## config.mk

```make
export PLATFORM = sky130hd
export DESIGN_NAME = heading_pid_with_wrap_flat
export DESIGN_NICKNAME = d
export VERILOG_FILES = /design/src/rtl/hpw_pkg.sv /design/src/rtl/hpw_intf.sv /design/src/rtl/hpw_front.sv /design/src/rtl/hpw_queue.sv /design/src/rtl/hpw_back.sv /design/src/rtl/heading_pid_with_wrap.sv /design/src/flat_wrapper.sv
export SDC_FILE = /design/constraint.sdc
export NUM_CORES = 2
export LEC_CHECK = 0
export BUFFER_PORTS_ARGS = -buffer_cell sky130_fd_sc_hd__buf_2
export CORE_MARGIN = 1
export CORE_UTILIZATION = 60
export CTS_CLUSTER_DIAMETER = 150
export DETAILED_ROUTE_END_ITERATION = 16
export PLACE_DENSITY_LB_ADDON = 0.05
export SLEW_MARGIN = 20
export SYNTH_ARGS = -nofsm -noshare
export SYNTH_HDL_FRONTEND = slang
export SYNTH_SLANG_ARGS = --single-unit
export TNS_END_PERCENT = 10
```

## constraint.sdc

```tcl
create_clock -name clk -period 13.9 [get_ports clk]
set_clock_uncertainty 0.05 [all_clocks]
set_input_delay 2.78 -clock clk [delete_from_list [all_inputs] [get_ports clk]]
set_output_delay 2.78 -clock clk [all_outputs]
set_load 0.005 [all_outputs]
```

## src/rtl/hpw_pkg.sv

```systemverilog
package hpw_pkg;

  // field widths
  localparam int ANGLE_W   = 16;
  localparam int RATE_W    = 16;
  localparam int DRIVE_W   = 16;
  localparam int GAIN_W    = 16;
  localparam int DLIM_W    = 15;
  localparam int ILIM_W    = 24;
  localparam int SUM_W     = 25;
  localparam int DIFF_W    = ANGLE_W + 1;
  localparam int PROD_SHIFT = 15;

  // heading wrap bounds in 1/128 degree
  localparam int HALF_TURN = 23040;
  localparam int FULL_TURN = 46080;

  // configuration port
  localparam int CFG_IDX_W  = 3;
  localparam int CFG_DATA_W = 24;

  // reset values of the limits
  localparam logic [DLIM_W-1:0] DLIM_RESET = {DLIM_W{1'b1}};
  localparam logic [ILIM_W-1:0] ILIM_RESET = {ILIM_W{1'b1}};

  // default queue depth between front and back
  localparam int QUEUE_DEPTH_DEF = 4;

  typedef enum logic [CFG_IDX_W-1:0] {
    CFG_GAIN_P         = 3'd0,
    CFG_GAIN_I         = 3'd1,
    CFG_GAIN_D         = 3'd2,
    CFG_DRIVE_LIMIT    = 3'd3,
    CFG_INTEGRAL_LIMIT = 3'd4
  } cfg_index_t;

  typedef struct packed {
    logic [GAIN_W-1:0] gain_p;
    logic [GAIN_W-1:0] gain_i;
    logic [GAIN_W-1:0] gain_d;
    logic [DLIM_W-1:0] drive_limit;
    logic [ILIM_W-1:0] integral_limit;
  } cfg_t;

  // one classified tick on its way to the back end
  typedef struct packed {
    logic signed [ANGLE_W-1:0] err;
    logic signed [SUM_W-1:0]   sum;
    logic signed [RATE_W-1:0]  rate;
  } q_entry_t;

endpackage

```

## src/rtl/hpw_intf.sv

```systemverilog
// input channel: one control tick per item
interface hpw_in_if
  import hpw_pkg::*;
();
  logic                      valid;
  logic                      ready;
  logic signed [ANGLE_W-1:0] target_heading;
  logic signed [ANGLE_W-1:0] measured_heading;
  logic signed [RATE_W-1:0]  yaw_rate;

  modport source(output valid, output target_heading, output measured_heading,
                 output yaw_rate, input ready);
  modport sink(input valid, input target_heading, input measured_heading,
               input yaw_rate, output ready);
endinterface

// result channel: one drive value per item
interface hpw_out_if
  import hpw_pkg::*;
();
  logic                      valid;
  logic                      ready;
  logic signed [DRIVE_W-1:0] drive;

  modport source(output valid, output drive, input ready);
  modport sink(input valid, input drive, output ready);
endinterface

```

## src/rtl/hpw_front.sv

```systemverilog
module hpw_front
  import hpw_pkg::*;
(
  input  logic              clk,
  input  logic              rst_n,
  hpw_in_if.sink            in_ch,
  input  logic [ILIM_W-1:0] integral_limit,
  output logic              push_valid,
  output q_entry_t          push_data,
  input  logic              push_ready
);

  localparam logic signed [DIFF_W-1:0] HALF_P = DIFF_W'(HALF_TURN);
  localparam logic signed [DIFF_W-1:0] HALF_N = -DIFF_W'(HALF_TURN);
  localparam logic signed [DIFF_W-1:0] FULL   = DIFF_W'(FULL_TURN);

  logic signed [SUM_W-1:0]   error_sum_r;
  logic signed [SUM_W-1:0]   error_sum_nxt;
  logic signed [DIFF_W-1:0]  diff;
  logic signed [DIFF_W-1:0]  wrapped;
  logic signed [ANGLE_W-1:0] err;
  logic signed [SUM_W:0]     sum_raw;
  logic signed [SUM_W:0]     lim_p;
  logic signed [SUM_W:0]     lim_n;
  logic signed [SUM_W:0]     sum_clamped;
  logic                      accept;

  assign in_ch.ready = push_ready;
  assign push_valid  = in_ch.valid;
  assign accept      = in_ch.valid && push_ready;

  // heading error, one turn folded in at most
  always_comb begin
    diff = {in_ch.target_heading[ANGLE_W-1], in_ch.target_heading}
         - {in_ch.measured_heading[ANGLE_W-1], in_ch.measured_heading};
    if (diff > HALF_P) begin
      wrapped = diff - FULL;
    end else if (diff < HALF_N) begin
      wrapped = diff + FULL;
    end else begin
      wrapped = diff;
    end
    err = wrapped[ANGLE_W-1:0];
  end

  // integral update with symmetric clamp
  always_comb begin
    sum_raw = (SUM_W+1)'(err) + (SUM_W+1)'(error_sum_r);
    lim_p   = signed'({2'b00, integral_limit});
    lim_n   = -lim_p;
    if (sum_raw > lim_p) begin
      sum_clamped = lim_p;
    end else if (sum_raw < lim_n) begin
      sum_clamped = lim_n;
    end else begin
      sum_clamped = sum_raw;
    end
    error_sum_nxt = sum_clamped[SUM_W-1:0];
  end

  always_ff @(posedge clk) begin
    if (!rst_n) begin
      error_sum_r <= '0;
    end else if (accept) begin
      error_sum_r <= error_sum_nxt;
    end
  end

  // classified item toward the queue
  always_comb begin
    push_data.err  = err;
    push_data.sum  = error_sum_nxt;
    push_data.rate = in_ch.yaw_rate;
  end

endmodule

```

## src/rtl/hpw_queue.sv

```systemverilog
module hpw_queue
  import hpw_pkg::*;
#(
  parameter int DEPTH = QUEUE_DEPTH_DEF
) (
  input  logic     clk,
  input  logic     rst_n,
  input  logic     push_valid,
  input  q_entry_t push_data,
  output logic     push_ready,
  output logic     pop_valid,
  output q_entry_t pop_data,
  input  logic     pop_ready
);

  localparam int PTR_W = $clog2(DEPTH);
  localparam int CNT_W = $clog2(DEPTH + 1);

  q_entry_t         mem_r [DEPTH];
  logic [PTR_W-1:0] wr_ptr_r, wr_ptr_nxt;
  logic [PTR_W-1:0] rd_ptr_r, rd_ptr_nxt;
  logic [CNT_W-1:0] count_r, count_nxt;
  logic             do_push;
  logic             do_pop;

  assign push_ready = (count_r != CNT_W'(DEPTH));
  assign pop_valid  = (count_r != '0);
  assign pop_data   = mem_r[rd_ptr_r];
  assign do_push    = push_valid && push_ready;
  assign do_pop     = pop_valid && pop_ready;

  // pointer and fill count update
  always_comb begin
    wr_ptr_nxt = wr_ptr_r;
    rd_ptr_nxt = rd_ptr_r;
    count_nxt  = count_r;
    if (do_push) begin
      wr_ptr_nxt = (wr_ptr_r == PTR_W'(DEPTH - 1)) ? '0 : wr_ptr_r + 1'b1;
    end
    if (do_pop) begin
      rd_ptr_nxt = (rd_ptr_r == PTR_W'(DEPTH - 1)) ? '0 : rd_ptr_r + 1'b1;
    end
    if (do_push && !do_pop) begin
      count_nxt = count_r + 1'b1;
    end else if (do_pop && !do_push) begin
      count_nxt = count_r - 1'b1;
    end
  end

  always_ff @(posedge clk) begin
    if (!rst_n) begin
      wr_ptr_r <= '0;
      rd_ptr_r <= '0;
      count_r  <= '0;
    end else begin
      wr_ptr_r <= wr_ptr_nxt;
      rd_ptr_r <= rd_ptr_nxt;
      count_r  <= count_nxt;
    end
  end

  // entry storage
  always_ff @(posedge clk) begin
    if (do_push) begin
      mem_r[wr_ptr_r] <= push_data;
    end
  end

endmodule

```

## src/rtl/hpw_back.sv

```systemverilog
module hpw_back
  import hpw_pkg::*;
(
  input  logic     clk,
  input  logic     rst_n,
  input  cfg_t     cfg,
  input  logic     pop_valid,
  input  q_entry_t pop_data,
  output logic     pop_ready,
  hpw_out_if.source out_ch
);

  localparam int PP_W  = GAIN_W + 1 + ANGLE_W;
  localparam int PI_W  = GAIN_W + 1 + SUM_W;
  localparam int PD_W  = GAIN_W + 1 + RATE_W;
  localparam int ACC_W = PI_W + 2;
  localparam logic signed [ACC_W-1:0] TRUNC_BIAS = ACC_W'((1 << PROD_SHIFT) - 1);

  logic                      s1_v_r, s2_v_r, s3_v_r;
  logic                      s1_rdy, s2_rdy, s3_rdy;
  logic signed [PP_W-1:0]    pp_r, pp_nxt;
  logic signed [PI_W-1:0]    pi_r, pi_nxt;
  logic signed [PD_W-1:0]    pd_r, pd_nxt;
  logic signed [ACC_W-1:0]   acc_r, acc_nxt;
  logic signed [ACC_W-1:0]   lim_p, lim_n, sat, biased, shifted;
  logic signed [DRIVE_W-1:0] drive_r, drive_nxt;
  logic signed [GAIN_W:0]    gp_s, gi_s, gd_s;

  // stage advance: a stage moves when it is empty or its successor moves
  assign s3_rdy    = !s3_v_r || out_ch.ready;
  assign s2_rdy    = !s2_v_r || s3_rdy;
  assign s1_rdy    = !s1_v_r || s2_rdy;
  assign pop_ready = s1_rdy;

  // stage 1: three products
  always_comb begin
    gp_s   = signed'({1'b0, cfg.gain_p});
    gi_s   = signed'({1'b0, cfg.gain_i});
    gd_s   = signed'({1'b0, cfg.gain_d});
    pp_nxt = gp_s * pop_data.err;
    pi_nxt = gi_s * pop_data.sum;
    pd_nxt = gd_s * pop_data.rate;
  end

  // stage 2: sum at 2^-15 scale, rate term lifted by 3 bits
  assign acc_nxt = ACC_W'(pp_r) + ACC_W'(pi_r) - (ACC_W'(pd_r) <<< 3);

  // stage 3: saturate then truncate toward zero
  always_comb begin
    lim_p = ACC_W'(signed'({1'b0, cfg.drive_limit, {PROD_SHIFT{1'b0}}}));
    lim_n = -lim_p;
    if (acc_r > lim_p) begin
      sat = lim_p;
    end else if (acc_r < lim_n) begin
      sat = lim_n;
    end else begin
      sat = acc_r;
    end
    biased    = sat[ACC_W-1] ? sat + TRUNC_BIAS : sat;
    shifted   = biased >>> PROD_SHIFT;
    drive_nxt = shifted[DRIVE_W-1:0];
  end

  always_ff @(posedge clk) begin
    if (!rst_n) begin
      s1_v_r <= 1'b0;
      s2_v_r <= 1'b0;
      s3_v_r <= 1'b0;
    end else begin
      if (s1_rdy) begin
        s1_v_r <= pop_valid;
      end
      if (s2_rdy) begin
        s2_v_r <= s1_v_r;
      end
      if (s3_rdy) begin
        s3_v_r <= s2_v_r;
      end
    end
  end

  // payload registers
  always_ff @(posedge clk) begin
    if (s1_rdy) begin
      pp_r <= pp_nxt;
      pi_r <= pi_nxt;
      pd_r <= pd_nxt;
    end
    if (s2_rdy) begin
      acc_r <= acc_nxt;
    end
    if (s3_rdy) begin
      drive_r <= drive_nxt;
    end
  end

  assign out_ch.valid = s3_v_r;
  assign out_ch.drive = drive_r;

endmodule

```

## src/rtl/heading_pid_with_wrap.sv

```systemverilog
// Heading PID controller with angle wrap.
// in_ch carries one control tick per item: target heading, measured heading
// (1/128 degree) and yaw rate (1/16 dps). out_ch returns one drive value per
// item, in the same order. An item is taken when valid and ready are high.
// Gains and limits are written through cfg_we / cfg_index / cfg_data; the
// user must do so only while idle, which the block does not enforce. Index
// 0..4 selects gain_p, gain_i, gain_d, drive_limit, integral_limit, other
// indexes are ignored. Throughput: one item per cycle while the queue has
// room. The integral register is updated in the cycle an item is accepted,
// so consecutive ticks chain through that one add-and-clamp. An item passes
// the queue, product stage, sum stage and saturate/truncate stage in turn.
// Reset (rst_n low, synchronous) clears the integral, empties the queue and
// pipeline, zeroes the gains and sets both limits to full scale.
// When the receiver stalls, the back pipeline holds and the front keeps
// taking items until the QUEUE_DEPTH-entry queue between them fills.
module heading_pid_with_wrap
  import hpw_pkg::*;
#(
  parameter int QUEUE_DEPTH = QUEUE_DEPTH_DEF
) (
  input  logic                  clk,
  input  logic                  rst_n,
  hpw_in_if.sink                in_ch,
  hpw_out_if.source             out_ch,
  input  logic                  cfg_we,
  input  logic [CFG_IDX_W-1:0]  cfg_index,
  input  logic [CFG_DATA_W-1:0] cfg_data
);

  cfg_t     cfg_r;
  logic     push_valid, push_ready;
  logic     pop_valid, pop_ready;
  q_entry_t push_data, pop_data;

  // configuration register file
  always_ff @(posedge clk) begin
    if (!rst_n) begin
      cfg_r.gain_p         <= '0;
      cfg_r.gain_i         <= '0;
      cfg_r.gain_d         <= '0;
      cfg_r.drive_limit    <= DLIM_RESET;
      cfg_r.integral_limit <= ILIM_RESET;
    end else if (cfg_we) begin
      unique case (cfg_index)
        CFG_GAIN_P:         cfg_r.gain_p         <= cfg_data[GAIN_W-1:0];
        CFG_GAIN_I:         cfg_r.gain_i         <= cfg_data[GAIN_W-1:0];
        CFG_GAIN_D:         cfg_r.gain_d         <= cfg_data[GAIN_W-1:0];
        CFG_DRIVE_LIMIT:    cfg_r.drive_limit    <= cfg_data[DLIM_W-1:0];
        CFG_INTEGRAL_LIMIT: cfg_r.integral_limit <= cfg_data[ILIM_W-1:0];
        default: ;
      endcase
    end
  end

  // front: wrap and integrate
  hpw_front u_front (
    .clk            (clk),
    .rst_n          (rst_n),
    .in_ch          (in_ch),
    .integral_limit (cfg_r.integral_limit),
    .push_valid     (push_valid),
    .push_data      (push_data),
    .push_ready     (push_ready)
  );

  // decoupling queue
  hpw_queue #(
    .DEPTH (QUEUE_DEPTH)
  ) u_queue (
    .clk        (clk),
    .rst_n      (rst_n),
    .push_valid (push_valid),
    .push_data  (push_data),
    .push_ready (push_ready),
    .pop_valid  (pop_valid),
    .pop_data   (pop_data),
    .pop_ready  (pop_ready)
  );

  // back: products, sum, saturation
  hpw_back u_back (
    .clk       (clk),
    .rst_n     (rst_n),
    .cfg       (cfg_r),
    .pop_valid (pop_valid),
    .pop_data  (pop_data),
    .pop_ready (pop_ready),
    .out_ch    (out_ch)
  );

endmodule

```

## src/flat_wrapper.sv

```systemverilog
// flat-port wrapper written by rule: the top's interface ports become plain ports
module heading_pid_with_wrap_flat import hpw_pkg::*;
#(
  parameter int QUEUE_DEPTH = QUEUE_DEPTH_DEF
)
  (clk, rst_n, cfg_we, cfg_index, cfg_data, in_ch_valid, in_ch_target_heading, in_ch_measured_heading, in_ch_yaw_rate, in_ch_ready, out_ch_valid, out_ch_drive, out_ch_ready);
  hpw_in_if in_ch_i ();
  hpw_out_if out_ch_i ();
  input  logic clk;
  input  logic rst_n;
  input  logic cfg_we;
  input  logic [CFG_IDX_W-1:0] cfg_index;
  input  logic [CFG_DATA_W-1:0] cfg_data;
  input wire logic [$bits(in_ch_i.valid)-1:0] in_ch_valid;
  input wire logic [$bits(in_ch_i.target_heading)-1:0] in_ch_target_heading;
  input wire logic [$bits(in_ch_i.measured_heading)-1:0] in_ch_measured_heading;
  input wire logic [$bits(in_ch_i.yaw_rate)-1:0] in_ch_yaw_rate;
  output wire logic [$bits(in_ch_i.ready)-1:0] in_ch_ready;
  output wire logic [$bits(out_ch_i.valid)-1:0] out_ch_valid;
  output wire logic [$bits(out_ch_i.drive)-1:0] out_ch_drive;
  input wire logic [$bits(out_ch_i.ready)-1:0] out_ch_ready;
  assign in_ch_i.valid = in_ch_valid;
  assign in_ch_i.target_heading = in_ch_target_heading;
  assign in_ch_i.measured_heading = in_ch_measured_heading;
  assign in_ch_i.yaw_rate = in_ch_yaw_rate;
  assign in_ch_ready = in_ch_i.ready;
  assign out_ch_valid = out_ch_i.valid;
  assign out_ch_drive = out_ch_i.drive;
  assign out_ch_i.ready = out_ch_ready;
  heading_pid_with_wrap #(.QUEUE_DEPTH(QUEUE_DEPTH)) u_core (.clk(clk), .rst_n(rst_n), .in_ch(in_ch_i), .out_ch(out_ch_i), .cfg_we(cfg_we), .cfg_index(cfg_index), .cfg_data(cfg_data));
endmodule
```

==> Word level (Yosys, flattened, before mapping) <==
Memory sizes are Yosys's and may differ from the RTL's. A register that Yosys moved wholly into a read port is not among the register bits.
Index checks and enable logic that the tools add are counted.
{ "op_classes": {"n_addsub": 13, "n_mul": 3, "n_lt_le_gt_ge": 6, "eq_ne": 7, "n_mux": 15, "reduce_logical": 20} }
{ "op_table": {"columns": ["cell", "count"], "rows": [
  ["$mux 44", 2],
  ["$mul 17x16->33", 2],
  ["$mux 25", 2],
  ["$gt 44x31->1", 1],
  ["$lt 44x44->1", 1],
  ["$neg 30->44", 1],
  ["$sub 43x36->44", 1],
  ["$add 33x42->43", 1],
  ["$mul 17x25->42", 1],
  ["$mux 16", 2],
  ["$add 31x16->31 const B", 1],
  ["$mux 31", 1],
  ["$add 16x25->26", 1],
  ["$gt 26x25->1", 1],
  ["$lt 26x26->1", 1],
  ["$neg 24->26", 1],
  ["$gt 17x16->1 const B", 1],
  ["$lt 17x16->1 const B", 1],
  ["$sub 16x16->17", 1],
  ["$add 16x16->16 const B", 1],
  ["$sub 16x16->16 const B", 1],
  ["$reduce_and 2->1", 5],
  ["$mux 2", 4],
  ["$eq 3x2->1 const B", 2],
  ["other kinds (15)", 28]
]} }
{ "word_totals": {"register_bits": 290, "ramBits": 228, "in_bits": 80, "out_inout_bits": 18, "n_memories": 1} }
{ "mem_list": {"columns": ["name", "depth", "width", "read_ports", "rd_clocked_by_memory_dff", "wr", "line_no", "rtl"], "rows": [
  ["u_core.u_queue.mem_r", 4, 57, 1, 1, 1, "hpw_queue.sv:19", "q_entry_t mem_r [DEPTH];"]
]} }

==> Logic depth before layout (Yosys ltp) <==
{ "logic_depth": {"ltp_word": 8, "depth_mapped": 39, "depth_no_buf": 37} }

==> By module <==
Synthesis repeated with hierarchy kept, for this count alone.
{ "unflattened": {"hier_cells": 6101, "hier_area_um2": 60949.7} }
{ "modules_own_cells": {"columns": ["mod", "instances", "cells_per_inst", "area_per_inst_um2", "seq_area_each_um2"], "rows": [
  ["hpw_back", 1, 4600, 42652.2, 5104.9],
  ["hpw_queue", 1, 348, 8700.8, 7026.7],
  ["hpw_front", 1, 821, 6099.6, 500.5],
  ["heading_pid_with_wrap", 1, 332, 3497.1, 1741.7]
]} }

==> Worst setup path before layout <==
OpenSTA, ideal clock, no wires.
{ "synth_path": {"path_kind": "input-to-reg", "start": "in in_ch_target_heading[0]", "end": "mem u_core.u_queue.mem_r[0][36] in the netlist's numbering (data pin)", "setup_time_ns": 0.266, "arrival_ns": 10.460, "t_required_ns": 13.584, "setup_slack_ns": 3.123, "stages": 34, "path_buffers": 1, "path_cell_list": "inv_1 -> ha_1 -> inv_1 -> fa_1 -> a211oi_1 -> o211ai_1 -> a41o_1 -> o31ai_1 -> xor2_1 -> nor4b_1 -> o21ai_0 -> a21oi_1 -> nor2_1 -> xnor2_1 -> ha_1 -> and3_1 -> a211oi_1 -> a21boi_0 -> o211ai_1 -> a31o_2 -> a21oi_1 -> o21ai_0 -> a21oi_1 -> xnor2_1 -> ha_1 -> a2111oi_0 -> a21oi_1 -> nor4b_1 -> a221oi_1 -> o31ai_1 -> a21oi_1 -> o21bai_1 -> clkbuf_1 -> mux2_2"} }
{ "synth_rtl": {"columns": ["element", "line_no", "rtl"], "rows": [
  ["from (decl)", "flat_wrapper.sv:15", "input wire logic [$bits(in_ch_i.target_heading)-1:0] in_ch_target_heading;"],
  ["to (decl)", "hpw_queue.sv:19", null]
]} }

==> flow_metrics.tcl <==
set metrics [dict create \
    outcome "complete, no violations" \
    cp-startpoint "in_ch_target_heading[0]" \
    synth-edff-count 396 \
    r2r_slack_ns 4.87 \
    die_h_um 317 \
    worstPathArrival_ns 12.30 \
    area_growth_pct 5.93 \
    r2r-end "u_core.u_back.pp_r[32]$_DFFE_PN_" \
    synth_cells 6062 \
    critPathCaptureType "flip-flop" \
    maxCapViolCount 0 \
    fin_nets 7476 \
    wire_per_inst_um 21.2 \
    cts-hold-fix-buffers 0 \
    required_ns 14.24 \
    grt_overflow 0 \
    drc 0 \
    p_leak_nw 29.0 \
    setup_ws_ns 1.94 \
    core_sq_mm 0.0983 \
    seqPwrFrac_pct 23.2 \
    cts_tree "yes" \
    hold_viol_final 0 \
    critPathMaxFanout 28 \
    start_kind "primary input" \
    cts_buffers 58 \
    p_int_mw 5.98 \
    avgSynthCellArea_sq_um 9.82 \
    dieWidth_um 317 \
    initial_core_util_pct 60.5 \
    root_buffer "clkbuf_16" \
    swShare_pct 48.7 \
    ir_worst_vdd_mv 0.201 \
    drt_iter0_drc 2905 \
    antenna_found_initial 7 \
    ys_seq_area_share_pct 24.2 \
    worstMarginPinSlew_ns 1.22 \
    clkLatencyLatePin_ns 0.67 \
    synth.cell_area_sq_mm 0.0595 \
    dp_worst_setup_slack_ns 1.31 \
    drive_gt1_share_pct 5.90 \
    period_needed_ns 11.96 \
    crit_path_end "u_core.u_queue.mem_r[1][16]$_DFFE_PP_" \
    yosys_warnings 0 \
    stdcell_count 7376 \
    synth.largest_area_cell "fa_1" \
    dr.pass1.iters 5 \
    worst-setup-path-type "primary input to flip-flop" \
    avgViaCountPerCell 5.76 \
    ys_top_cells_by_count "1166 x inv_1, 821 x fa_1, 797 x nand2_1" \
    gp_congestion 0.924 \
    p_per_area_mw_per_mm2 185 \
    post-cts-setup-buffer-count 0 \
    clk_pin_slew_ns 0.07 \
    maxSlewViolCount 0 \
    fmax_ghz 0.0836 \
    min_period_over_period_pct 86.1 \
    synth_top_area_share_pct 27.6 \
    cts_sinks 520 \
    cts_max_path_buffers 3 \
    dp_hpwl_um 122000 \
    ys_types 84 \
    setup_tns_ns 0 \
    io_pins 98 \
    rr_worst_depth 27 \
    synth_ff_type "edfxtp_1" \
    clkPwrFrac_pct 13.2 \
    synth_fp_nets 7497 \
    routed_wl_um 156000 \
    port_buffers 97 \
    setup_viol 0 \
    grt_pass1_vias 44013 \
    ys_ff_latch 520 \
    ant_nets 0 \
    vias 42504 \
    relSlewSlack_pct 18.9 \
    min_path_type "flip-flop to flip-flop" \
    h-tree-depth 2 \
    grt_usage_pct 32.3 \
    switchingPower_mw 5.67 \
    rsz0062_at_grt "no" \
    crit_slowest_cell "o21ba_2" \
    crit_path_max_incr_delay_ns 0.61 \
    die-area_sq_mm 0.100 \
    grt_pass1_wl_um 247000 \
    synth_area_leaders "fa_1 28%, edfxtp_1 20%, ha_1 11%" \
    postSynth.asyncResetShare_pct 0 \
    cts_resized 0 \
    grt_max_degree 60 \
    placedCellCount 7268 \
    synth.most_common_cell "inv_1" \
    fp-row-count 115 \
    pwr-share-comb_pct 63.6 \
]
through the flow:
stage / cell area [sq um] / hold slack (ns) / util [%] / power [mW]
detailed placement: 61100 / 0.398 / 62.2 / 10.1
global route: 63000 / 0.428 / 64.1 / 12.6
CTS: 63000 / 0.407 / 64.1 / 11.7
global placement: 61100 / 0.392 / 62.2 / 9.98
finish: 63000 / 0.405 / 64.1 / 11.7
floorplan: 59500 / 0.403 / - / 7.88
power groups by stage:
| stage | Sequential, mW | Combinational [mW] | Clock [mW] |
|---|---|---|---|
| floorplan | 2.57 | 5.31 | 0 |
| CTS | 2.71 | 7.39 | 1.57 |
| global route | 2.74 | 8.24 | 1.63 |
| detailed placement | 2.74 | 7.33 | 0 |
| finish | 2.70 | 7.41 | 1.54 |
| global placement | 2.73 | 7.25 | 0 |
sequential cells by signal (all words and copies together) (netlist names), 3 cells and up, named ones only:
signal / flops
u_core.cfg_r: 87
u_core.u_back.acc_r: 44
u_core.u_back.out_ch.drive: 16
u_core.u_back.pd_r: 33
u_core.u_back.pi_r: 42
u_core.u_back.pp_r: 33
u_core.u_front.error_sum_r: 25
u_core.u_queue.count_r: 3
u_core.u_queue.mem_r: 228
logic make-up after synthesis:
family | synth area share [%]
xor+xnor | 3.11
flops | 24.2
mux | 2.51
simple gates | 13.9
buf+inv | 8.91
fa+ha+maj | 38.9
compound gates | 8.57
how the worst min path moves through the flow:
stage / startpoint / to / slack (ns) / depth (start not counted)
4_1_cts: u_core.cfg_r[60]$_SDFFE_PN0P_ / u_core.cfg_r[60]$_SDFFE_PN0P_ / 0.41 / 2
3_5_place_dp: u_core.cfg_r[60]$_SDFFE_PN0P_ / u_core.cfg_r[60]$_SDFFE_PN0P_ / 0.40 / 2
2_1_floorplan: u_core.u_front.error_sum_r[11]$_SDFFE_PN0P_ / u_core.u_front.error_sum_r[11]$_SDFFE_PN0P_ / 0.40 / 2
5_1_grt: u_core.cfg_r[60]$_SDFFE_PN0P_ / u_core.cfg_r[60]$_SDFFE_PN0P_ / 0.43 / 2
6_report: u_core.cfg_r[60]$_SDFFE_PN0P_ / u_core.cfg_r[60]$_SDFFE_PN0P_ / 0.41 / 2
3_3_place_gp: u_core.cfg_r[60]$_SDFFE_PN0P_ / u_core.cfg_r[60]$_SDFFE_PN0P_ / 0.39 / 2
area by class of cell:
type	instances	area (sq um)
antenna	1	2.50
sequential	520	14400
inverter	1170	4390
fill	8171	35200
timing repair buffer	148	868
multi-input combinational	4143	39900
clock inverter	31	318
tap	1287	1610
clock buffer	76	1600
critical path, delay by kind of cell:
kind / cells / cell delay, ns
XOR/XNOR: 3 / 0.97
adder cells (fa/ha/maj): 4 / 1.30
AO/OA/AOI/OAI: 17 / 4.76
AND/OR/NAND/NOR: 8 / 1.73
buffers and inverters: 5 / 0.76
layout by cell type (no fill, tap or decap), types with 57 or more instances in the layout:
master	netlist	layout
dfxtp_1	124	122
fa_1	821	821
a21oi_1	252	251
and2_1	366	366
o211ai_1	58	58
clkbuf_16	0	59
nand2_1	797	796
edfxtp_1	396	396
mux4_2	57	57
ha_1	534	534
nor2_1	160	159
inv_1	1166	1166
o21ai_0	123	123
a21o_1	98	98
xnor2_1	163	163
buf_2	5	97
nor3_1	70	69
nand3_1	69	68
routing by layer:
metal	GRT usage [%]	part of all wire [%]	routed length, um
met1	42.7	42	65000
met2	54.3	48	74600
met3	5.30	7.2	11200
met4	10.5	3.5	5390
met5	0	0	0
(Power assumes the default switching activity.)
